[src/rtl/cbfi_pkg.sv]
// Shared types and constants for the countdown bit-flip fault injector.
// Used by cbfi_step and countdown_bit_flip_fault_injector; no dependencies.
package cbfi_pkg;

	// Item kinds on the mode field; code 7 is unused and ignored
	typedef enum logic [2:0] {
		MODE_BLOCK = 3'd0,
		MODE_BIT   = 3'd1,
		MODE_BYTE  = 3'd2,
		MODE_HALF  = 3'd3,
		MODE_WORD  = 3'd4,
		MODE_DWORD = 3'd5,
		MODE_ADDR  = 3'd6
	} mode_t;

	localparam logic [2:0] MODE_UNUSED = 3'd7;

	// Configuration register indexes
	localparam logic [2:0] CFG_ENABLE       = 3'd0;
	localparam logic [2:0] CFG_HIST_MODE    = 3'd1;
	localparam logic [2:0] CFG_MAX_INTERVAL = 3'd2;
	localparam logic [2:0] CFG_INIT_COUNT   = 3'd3;
	localparam logic [2:0] CFG_BIT_POSITION = 3'd4;

	localparam int unsigned KIND_COUNT = 6;
	localparam logic [31:0] RAND_TOP   = 32'h7FFF_FFFF;
	localparam logic [6:0]  BIT_RANDOM = 7'h7F;   // bit position -1

	typedef struct packed {
		logic        enable;
		logic        hist_mode;
		logic [30:0] max_interval;
		logic [6:0]  flip_pos;
	} cfg_t;

	typedef struct packed {
		logic [2:0]  mode;
		logic [63:0] value;
		logic        once_req;
		logic [15:0] block_sites;
		logic [30:0] bit_random;
		logic [61:0] reload_prod;   // reload_random * max_interval
	} item_t;

	typedef struct packed {
		logic signed [31:0] countdown;
		logic [63:0]        site_total;
		logic [31:0]        inj_count;
		logic               once_data;
		logic               once_address;
		logic               block_no_fault;
	} state_t;

	typedef struct packed {
		logic [63:0] value_out;
		logic        injected;
		logic [5:0]  bit_used;
		logic        fault_in_block;
		logic [63:0] total_sites;
		logic [31:0] injection_total;
		logic [31:0] kind_sites;
	} result_t;

endpackage

[src/rtl/countdown_bit_flip_fault_injector.sv]
// Top level of the countdown bit-flip fault injector: ports, config registers,
// pipeline and state registers. Depends on cbfi_pkg and cbfi_step.
//
// The injector takes one beat per cycle while in_ready is high and returns
// one result beat for each input beat. A beat accepted at a clock edge is
// held in the input register, processed by cbfi_step once the result stage
// can advance, and its result is loaded into the result register and shown
// on the output. The first register stage
// captures the item together with the reload product (reload_random times
// max_interval, one 31x31 multiply); the second stage runs the countdown,
// counters and bit flip in cbfi_step against the state registers and loads the
// result register. A stalled result holds in the output register while a new
// beat still enters the first stage; in_ready follows out_ready in the same
// cycle once both stages are full. Configuration writes are taken in every
// cycle (cfg_ready is always high); writing initial_countdown also loads the
// live countdown. Index values 5 to 7 are accepted and dropped.
module countdown_bit_flip_fault_injector (
	input  logic        clk,
	input  logic        arst_n,
	// configuration
	input  logic        cfg_valid,
	output logic        cfg_ready,
	input  logic [2:0]  cfg_index,
	input  logic [31:0] cfg_data,
	// input items
	input  logic        in_valid,
	output logic        in_ready,
	input  logic [2:0]  mode,
	input  logic [63:0] value,
	input  logic        once_req,
	input  logic [15:0] block_sites,
	input  logic [30:0] bit_random,
	input  logic [30:0] reload_random,
	// results
	output logic        out_valid,
	input  logic        out_ready,
	output logic [63:0] value_out,
	output logic        injected,
	output logic [5:0]  bit_used,
	output logic        fault_in_block,
	output logic [63:0] total_sites,
	output logic [31:0] injection_total,
	output logic [31:0] kind_sites
);

	cbfi_pkg::cfg_t    cfg_q;
	cbfi_pkg::item_t   item_s1;
	cbfi_pkg::state_t  state_q;
	cbfi_pkg::state_t  state_nxt;
	cbfi_pkg::result_t res_d;
	cbfi_pkg::result_t res_s2;

	logic        valid_s1;
	logic        valid_s2;
	logic        advance;
	logic        step_go;
	logic        kind_we;
	logic [31:0] kind_next;
	logic [31:0] kind_cnt;
	logic [2:0]  kind_idx;
	logic [31:0] kind_q [cbfi_pkg::KIND_COUNT];

	assign cfg_ready = 1'b1;

	// The result stage moves when it is empty or being drained
	assign advance  = !valid_s2 || out_ready;
	assign in_ready = !valid_s1 || advance;
	assign step_go  = valid_s1 && advance;

	// Per-kind counter for the item in stage one; mode 0 and 7 read as zero
	assign kind_idx = item_s1.mode - 3'd1;
	assign kind_cnt = (item_s1.mode != cbfi_pkg::MODE_BLOCK
		&& item_s1.mode != cbfi_pkg::MODE_UNUSED) ? kind_q[kind_idx] : 32'd0;

	// Configuration registers
	always_ff @(posedge clk or negedge arst_n) begin
		if (!arst_n) begin
			cfg_q.enable       <= 1'b1;
			cfg_q.hist_mode    <= 1'b0;
			cfg_q.max_interval <= '0;
			cfg_q.flip_pos     <= cbfi_pkg::BIT_RANDOM;
		end else if (cfg_valid) begin
			unique case (cfg_index)
				cbfi_pkg::CFG_ENABLE:       cfg_q.enable       <= cfg_data[0];
				cbfi_pkg::CFG_HIST_MODE:    cfg_q.hist_mode    <= cfg_data[0];
				cbfi_pkg::CFG_MAX_INTERVAL: cfg_q.max_interval <= cfg_data[30:0];
				cbfi_pkg::CFG_BIT_POSITION: cfg_q.flip_pos     <= cfg_data[6:0];
				default: ;
			endcase
		end
	end

	// Stage one: capture the beat and the reload product
	always_ff @(posedge clk or negedge arst_n) begin
		if (!arst_n)
			valid_s1 <= 1'b0;
		else if (in_ready)
			valid_s1 <= in_valid;
	end

	always_ff @(posedge clk) begin
		if (in_valid && in_ready) begin
			item_s1.mode        <= mode;
			item_s1.value       <= value;
			item_s1.once_req    <= once_req;
			item_s1.block_sites <= block_sites;
			item_s1.bit_random  <= bit_random;
			item_s1.reload_prod <= 62'(reload_random) * 62'(cfg_q.max_interval);
		end
	end

	cbfi_step u_step (
		.cfg       (cfg_q),
		.item      (item_s1),
		.st        (state_q),
		.kind_cnt  (kind_cnt),
		.nxt       (state_nxt),
		.kind_we   (kind_we),
		.kind_next (kind_next),
		.res       (res_d)
	);

	// Injector state: advance once per processed beat; a countdown write wins
	always_ff @(posedge clk or negedge arst_n) begin
		if (!arst_n) begin
			state_q.countdown      <= '1;
			state_q.site_total     <= '0;
			state_q.inj_count      <= '0;
			state_q.once_data      <= 1'b0;
			state_q.once_address   <= 1'b0;
			state_q.block_no_fault <= 1'b1;
		end else begin
			if (step_go)
				state_q <= state_nxt;
			if (cfg_valid && cfg_index == cbfi_pkg::CFG_INIT_COUNT)
				state_q.countdown <= $signed(cfg_data);
		end
	end

	always_ff @(posedge clk or negedge arst_n) begin
		if (!arst_n) begin
			for (int i = 0; i < cbfi_pkg::KIND_COUNT; i++)
				kind_q[i] <= '0;
		end else if (step_go && kind_we) begin
			kind_q[kind_idx] <= kind_next;
		end
	end

	// Stage two: result register
	always_ff @(posedge clk or negedge arst_n) begin
		if (!arst_n)
			valid_s2 <= 1'b0;
		else if (advance)
			valid_s2 <= valid_s1;
	end

	always_ff @(posedge clk) begin
		if (step_go)
			res_s2 <= res_d;
	end

	assign out_valid       = valid_s2;
	assign value_out       = res_s2.value_out;
	assign injected        = res_s2.injected;
	assign bit_used        = res_s2.bit_used;
	assign fault_in_block  = res_s2.fault_in_block;
	assign total_sites     = res_s2.total_sites;
	assign injection_total = res_s2.injection_total;
	assign kind_sites      = res_s2.kind_sites;

endmodule

[src/rtl/cbfi_step.sv]
// Next-state and result logic for one item of the fault injector.
// Depends on cbfi_pkg; purely combinational, registered by the top level.
module cbfi_step (
	input  cbfi_pkg::cfg_t    cfg,
	input  cbfi_pkg::item_t   item,
	input  cbfi_pkg::state_t  st,
	input  logic [31:0]       kind_cnt,
	output cbfi_pkg::state_t  nxt,
	output logic              kind_we,
	output logic [31:0]       kind_next,
	output cbfi_pkg::result_t res
);

	always_comb begin
		logic [63:0]        mask;
		logic [5:0]         wmask;
		logic               latch_d;
		logic               latch_a;
		logic               cur_latch;
		logic               fire;
		logic               ok;
		logic [5:0]         b;
		logic [30:0]        h;
		logic [30:0]        l;
		logic [31:0]        hsum;
		logic [31:0]        q;
		logic signed [32:0] cd_x;
		logic signed [32:0] sites_x;

		nxt       = st;
		kind_we   = 1'b0;
		kind_next = kind_cnt + 32'd1;
		res       = '0;
		fire      = 1'b0;
		ok        = 1'b0;
		b         = '0;
		latch_d   = st.once_data;
		latch_a   = st.once_address;
		cur_latch = 1'b0;

		// reload = floor(prod / (2^31-1)): prod = h*2^31 + l = h*M + (h + l)
		h    = item.reload_prod[61:31];
		l    = item.reload_prod[30:0];
		hsum = {1'b0, h} + {1'b0, l};
		q    = {1'b0, h};
		if (hsum >= {cbfi_pkg::RAND_TOP[30:0], 1'b0})
			q = {1'b0, h} + 32'd2;
		else if (hsum >= cbfi_pkg::RAND_TOP)
			q = {1'b0, h} + 32'd1;

		cd_x    = {st.countdown[31], st.countdown};
		sites_x = $signed({17'b0, item.block_sites});

		unique case (item.mode)
			cbfi_pkg::MODE_BIT:   begin mask = 64'h1;                   wmask = 6'd0;  end
			cbfi_pkg::MODE_BYTE:  begin mask = 64'hFF;                  wmask = 6'd7;  end
			cbfi_pkg::MODE_HALF:  begin mask = 64'hFFFF;                wmask = 6'd15; end
			cbfi_pkg::MODE_WORD:  begin mask = 64'hFFFF_FFFF;           wmask = 6'd31; end
			default:              begin mask = 64'hFFFF_FFFF_FFFF_FFFF; wmask = 6'd63; end
		endcase

		if (item.mode == cbfi_pkg::MODE_BLOCK) begin
			if (cfg.enable) begin
				if (cfg.hist_mode) begin
					nxt.block_no_fault = 1'b0;
				end else if (cd_x <= sites_x) begin
					if (!st.countdown[31])
						nxt.block_no_fault = 1'b0;
					else
						nxt.site_total = st.site_total + {48'b0, item.block_sites};
				end else begin
					nxt.site_total     = st.site_total + {48'b0, item.block_sites};
					nxt.countdown      = st.countdown - $signed({16'b0, item.block_sites});
					nxt.block_no_fault = 1'b1;
				end
			end
		end else if (item.mode != cbfi_pkg::MODE_UNUSED) begin
			res.value_out = item.value & mask;
			if (cfg.enable) begin
				nxt.site_total = st.site_total + 64'd1;
				kind_we        = 1'b1;
				if (item.mode == cbfi_pkg::MODE_ADDR)
					latch_a = st.once_address | item.once_req;
				else
					latch_d = st.once_data | item.once_req;
				nxt.once_data    = latch_d;
				nxt.once_address = latch_a;
				cur_latch = (item.mode == cbfi_pkg::MODE_ADDR) ? latch_a : latch_d;
				if (!(cur_latch && st.inj_count != 32'd0) && !st.countdown[31]) begin
					if (st.countdown[31:1] == 31'd0) begin
						// countdown expires: reload from the draw unless a latch is set or max_interval is zero
						if (!(latch_d || latch_a) && cfg.max_interval != 31'd0)
							nxt.countdown = $signed({1'b0, q[30:0]});
						else
							nxt.countdown = '1;
						nxt.block_no_fault = 1'b1;
						fire = 1'b1;
					end else begin
						nxt.countdown = st.countdown - 32'sd1;
					end
				end
				if (fire) begin
					if (item.mode == cbfi_pkg::MODE_BIT) begin
						ok = (cfg.flip_pos == 7'd0);
					end else if (cfg.flip_pos == cbfi_pkg::BIT_RANDOM) begin
						b  = item.bit_random[5:0] & wmask;
						ok = 1'b1;
					end else if (!cfg.flip_pos[6] && (cfg.flip_pos[5:0] & ~wmask) == 6'd0) begin
						b  = cfg.flip_pos[5:0];
						ok = 1'b1;
					end
					if (ok) begin
						if (st.inj_count != 32'hFFFF_FFFF)
							nxt.inj_count = st.inj_count + 32'd1;
						res.value_out = res.value_out ^ (64'd1 << b);
						res.injected  = 1'b1;
						res.bit_used  = b;
					end
				end
				res.kind_sites = kind_next;
			end else begin
				res.kind_sites = kind_cnt;
			end
		end

		res.fault_in_block  = cfg.enable & ~nxt.block_no_fault;
		res.total_sites     = nxt.site_total;
		res.injection_total = nxt.inj_count;
	end

endmodule

[config.mk]
export PLATFORM = sky130hd
export DESIGN_NAME = countdown_bit_flip_fault_injector
export DESIGN_NICKNAME = d
export VERILOG_FILES = /design/src/rtl/cbfi_pkg.sv /design/src/rtl/countdown_bit_flip_fault_injector.sv /design/src/rtl/cbfi_step.sv
export SDC_FILE = /design/constraint.sdc
export NUM_CORES = 2
export LEC_CHECK = 0
export CAP_MARGIN = 40
export CORE_MARGIN = 2
export CORE_UTILIZATION = 35
export CTS_BUF_LIST = sky130_fd_sc_hd__clkbuf_8 sky130_fd_sc_hd__clkbuf_16
export DETAILED_ROUTE_END_ITERATION = 12
export DONT_BUFFER_PORTS = 1
export HOLD_SLACK_MARGIN = 0.03
export SYNTH_ARGS = -nofsm -noshare
export SYNTH_HDL_FRONTEND = slang
export SYNTH_SLANG_ARGS = --single-unit
export TNS_END_PERCENT = 50
[constraint.sdc]
create_clock -name clk -period 12.25 [get_ports clk]
set_input_delay 2.45 -clock clk [delete_from_list [all_inputs] [get_ports clk]]
set_output_delay 2.45 -clock clk [all_outputs]
set_load 0.03 [all_outputs]
* Yosys cells after proc, flatten, opt, wreduce, memory -nomap -nowiden
Cells that the tools add are included.
** Word-level totals
- Input bits :: 186
- Output and inout bits :: 203
- Register bits after elaboration :: 717
** Cells by class
- Add/subtract/negate cells :: 10
- Multipliers :: 1
- Equal/unequal tests :: 16
- Shift-type cells :: 1
- Bitwise logic cells :: 15
- Reduce and logical (&&, ||, !) cells :: 39
- Magnitude comparators :: 5
- Muxes and demuxes :: 70
** Operator list (count)
- $mux 32 :: 13
- $mux 131 :: 3
- $mux 96 :: 3
- $pmux 64 s4 :: 1
- $mux 71 :: 3
- $bwmux 192 :: 1
- $mux 64 :: 2
- $bmux 32 s3 :: 1
- $demux 32 s3 :: 1
- $add 32x1->32 const B :: 2
- $add 64x1->64 const B :: 1
- $add 64x16->64 :: 1
- $and 64x64->64 :: 1
- $shl 1x6->64 const A :: 1
- $xor 64x64->64 :: 1
- $mul 31x31->62 :: 1
- $mux 31 :: 2
- $mux 6 :: 7
- $mux 34 :: 1
- $add 31x31->32 :: 1
- $ge 32x31->1 const B :: 1
- $ge 32x32->1 const B :: 1
- $le 32x17->1 :: 1
- $ne 32x32->1 const B :: 1
- 38 further kinds :: 106

* Longest topological paths before layout
- Word-level depth :: 24
- Mapped depth :: 31

* Modules after synthesis
A second synthesis with hierarchy kept.
** Unflattened totals
- Cell total of the unflattened synthesis :: 7161
- Area, all modules :: 69591.7 um^2
** By module, submodules not included
- countdown_bit_flip_fault_injector :: cells an instance 5166, instances 1, area an instance 57552.7 um^2
- cbfi_step :: cells an instance 1995, instances 1, area an instance 12039.0 um^2

* Worst setup path before layout
No wires, ideal clock.
- Path kind :: input to register
- From :: input reload_random[13]
- To :: register item_s1[60] in the netlist's numbering, data pin
- Stages :: 29
- Setup time :: 269 ps
- Slack :: 2276 ps
- Arrival :: 9705 ps
- Path buffers :: 1
- Cells stage by stage :: clkbuf_1 > and2_1 > fa_1 > fa_1 > fa_1 > inv_1 > fa_1 > inv_1 > fa_1 > inv_1 > fa_1 > inv_1 > fa_1 > inv_1 > fa_1 > inv_1 > ha_1 > and3_1 > nor4bb_1 > a211oi_1 > o311ai_0 > a21oi_1 > o31ai_1 > a311o_1 > a31oi_1 > o21bai_1 > a21oi_1 > o31ai_1 > xor2_1
** On the way
- Word-level cells in the longest chain between the ends :: 1
** RTL lines
- start: declaration :: RTL line countdown_bit_flip_fault_injector.sv:33 : input logic [30:0] reload_random,
- $mul 31x31->62 :: RTL line countdown_bit_flip_fault_injector.sv:108 : item_s1.reload_prod <= 62'(reload_random) * 62'(cfg_q.max_interval);
- end: declaration :: RTL line countdown_bit_flip_fault_injector.sv:47 : cbfi_pkg::item_t item_s1;
No other way between the ends.
A chain may end at the register's enable or synchronous reset.

* Final worst setup path
Same ends and word-level chain as after synthesis.

==> flow_summary.json <==
{
  "rows": 162,
  "crit_arrival_ns": 10.32,
  "path_depth": 28,
  "grt-ovfl-total": 0,
  "rr_worst_depth": 26,
  "gp_congestion": 0.9222,
  "endpoint": "item_s1[60]",
  "setup_viol": 0,
  "remaining_drc_errors": 0,
  "placedCellCount": 9415,
  "async_flop_share": 0.5091,
  "cp-end-kind": "flip-flop",
  "synth_mux_area_frac": 0.02321,
  "synth_common_cells": "1003 x nand2_1, 853 x inv_1, 840 x fa_1, 564 x and2_1, 386 x nor2_1",
  "chipWidth_um": 446.8,
  "yosys.area_share.simple": 0.1784,
  "io_pins": 389,
  "critPathMostFrequentCell": "fa_1",
  "start_util": 0.3520,
  "synth_cells": 7093,
  "ff2ff_setup_slack_ns": 2.88,
  "cts_buffers": 74,
  "yosysWarningCount": 0,
  "grt_pass1_wl_um": 320800,
  "drtAntennaViolNets": 0,
  "grt_max_degree": 366,
  "cp_slowest_cell": "o311ai_0",
  "slew_violations": 0,
  "cap_violations": 0,
  "worstSetupPathType": "input port to flip-flop",
  "clkSlewWorstSetupHoldPaths_ns": 0.06,
  "ys_seq_elements": 717,
  "min_period_over_period": 0.8083,
  "core_mm2": 0.1950,
  "worstHoldStart": "kind_q[31]",
  "worstSetupStartpoint": "reload_random[13]",
  "num-nets-final": 8224,
  "finalHoldViolCount": 0,
  "dpl.hpwl_um": 155400,
  "period_needed_ns": 9.902,
  "cts-root-buf": "clkbuf_16",
  "relSlewSlack": 0.2736,
  "die_h_um": 446.8,
  "synth_edf_count": 352,
  "initialDrtViolationCount": 4267,
  "yosysMostFrequentCell": "nand2_1",
  "cts-hold-fix-buffers": 0,
  "antenna_found_initial": 28,
  "yosysSeqAreaShare": 0.2878,
  "r2r_end": "item_s1[60]",
  "grt_pass1_vias": 51180,
  "fin_cells": 9578,
  "synth_adder_area_share": 0.3053,
  "rsz0062_at_grt": "no",
  "synth_area_leaders": "fa_1 25%, edfxtp_1 15%, dfrtp_1 12%, ha_1 6.0%, nand2_1 5.5%",
  "syn_area_mm2": 0.06864,
  "nFillCells": 19380,
  "synth_top_family_by_area": "adder cells",
  "outcome": "finished clean",
  "clock_sinks": 717,
  "worstPathMaxFanout": 31,
  "postCtsSetupRepairBufs": 0,
  "synth_top_cell_by_area": "fa_1",
  "hold_class": "flip-flop to flip-flop",
  "synth_top_area_share": 0.2450,
  "timing.critical_path.buf_inv": 7,
  "cts.htree.levels": 3,
  "clock_latency_ns": 0.70,
  "startpoint_type": "input port",
  "path_delay_family": "adder cells",
  "synth-xor-area-share": 0.05033,
  "io_buffers": 0,
  "ys_types": 102,
  "via_count": 50600,
  "avgSynthCellArea_um2": 9.677,
  "syn_nets": 8450,
  "totalWireLength_um": 210900,
  "fmax_mhz": 101.0,
  "vias_per_cell": 5.283,
  "ys.flop_type": "edfxtp_1",
  "fin_tns_setup_ns": 0,
  "drive_gt1_frac": 0.06294,
  "clock_skew_ns": 0.04287,
  "worstMarginPinSlew_ns": 1.090,
  "wl_per_cell_um": 22.02,
  "dr.pass1.iters": 8,
  "cp_data_required_time_ns": 12.67,
  "r2r_start": "cfg_q[16]",
  "die_area_mm2": 0.1997,
  "max_stage_delay_ns": 0.65,
  "cts_tree": "yes",
  "cts_resized": 0,
  "grtUsageTotal": 0.2102,
  "area_growth_pct": 7.788,
  "clock_path_buffers": 3,
  "synth_compound_area_frac": 0.08551
}
placed cells by master (no fill, tap or decap), types with 99 or more instances in the layout:
| cell type | instances |
|---|---|
| inv_1 | 861 |
| nor3_1 | 99 |
| edfxtp_1 | 352 |
| nand2_1 | 999 |
| xnor2_1 | 264 |
| nor2_1 | 384 |
| xor2_1 | 123 |
| and2_1 | 563 |
| a21oi_1 | 208 |
| dfrtp_1 | 324 |
| fa_1 | 840 |
| ha_1 | 329 |
| nand3_1 | 139 |
| o21ai_0 | 273 |
metrics by stage:
stage                     instance area (um2)  hold WS, ns  worst slack [ns]  utilization
final                                   73980       0.4765             2.348       0.3794
after global routing                    73970       0.5019             1.950       0.3793
after CTS                               73910       0.4764             2.361       0.3791
after detailed placement                71330       0.4627             1.618       0.3658
after global placement                  71010       0.4560             1.652       0.3642
after floorplan                         68640       0.4418             2.276            -
layout make-up:
class | instances | area [um2] | area share
multi-input cells | 5128 | 44180 | 0.5972
flip-flops and latches | 717 | 19760 | 0.2670
well taps | 2624 | 3283 | 0.04438
inverters | 853 | 3209 | 0.04338
clock buffers | 82 | 1962 | 0.02652
repair buffers | 93 | 895.9 | 0.01211
clock inverters | 54 | 624.3 | 0.008439
diodes | 27 | 67.56 | 0.0009133
sequential cells by signal, summed over array words and instances (netlist names):
signal,cells
kind_sites,32
out_valid,1
fault_in_block,1
total_sites,64
injection_total,32
state_q,131
valid_s1,1
value_out,64
cfg_q,40
item_s1,152
bit_used,6
kind_q,192
injected,1
worst min-delay path, stage by stage, from the launching register on:
cell     delay [ns]
dfrtp_1        0.34
nand2_1        0.05
o31ai_1        0.05
cells by family after synthesis:
logic type,count (synthesis)
AOI/OAI and AO/OA,915
xor gates and xnor gates,391
adders and majority gates,1171
buffers and inverters,1248
DFF,717
muxes,137
other,1
and+or+nand+nor,2513
per-layer routing:
layer | vias up | track usage | routed length, um | share of wire
li1 | 22650 | - | - | -
met1 | 25750 | 0.2806 | 89310 | 0.42
met2 | 1870 | 0.3430 | 100000 | 0.47
met3 | 315 | 0.03877 | 15300 | 0.073
met4 | 12 | 0.06998 | 6189 | 0.029
met5 | - | 0 | 79 | 0.00037
worst min-delay path by stage:
stage	endpoint	slack, ns	cells past startpoint
2_1_floorplan	kind_q[13]	0.44	2
3_3_place_gp	kind_q[122]	0.46	2
3_5_place_dp	kind_q[13]	0.46	2
4_1_cts	kind_q[13]	0.48	2
5_1_grt	kind_q[145]	0.50	2
6_report	kind_q[31]	0.48	2
Power is left out: the tool's default activity adds up to more than one toggle a clock period on the data nets, which glitch-free logic cannot reach.
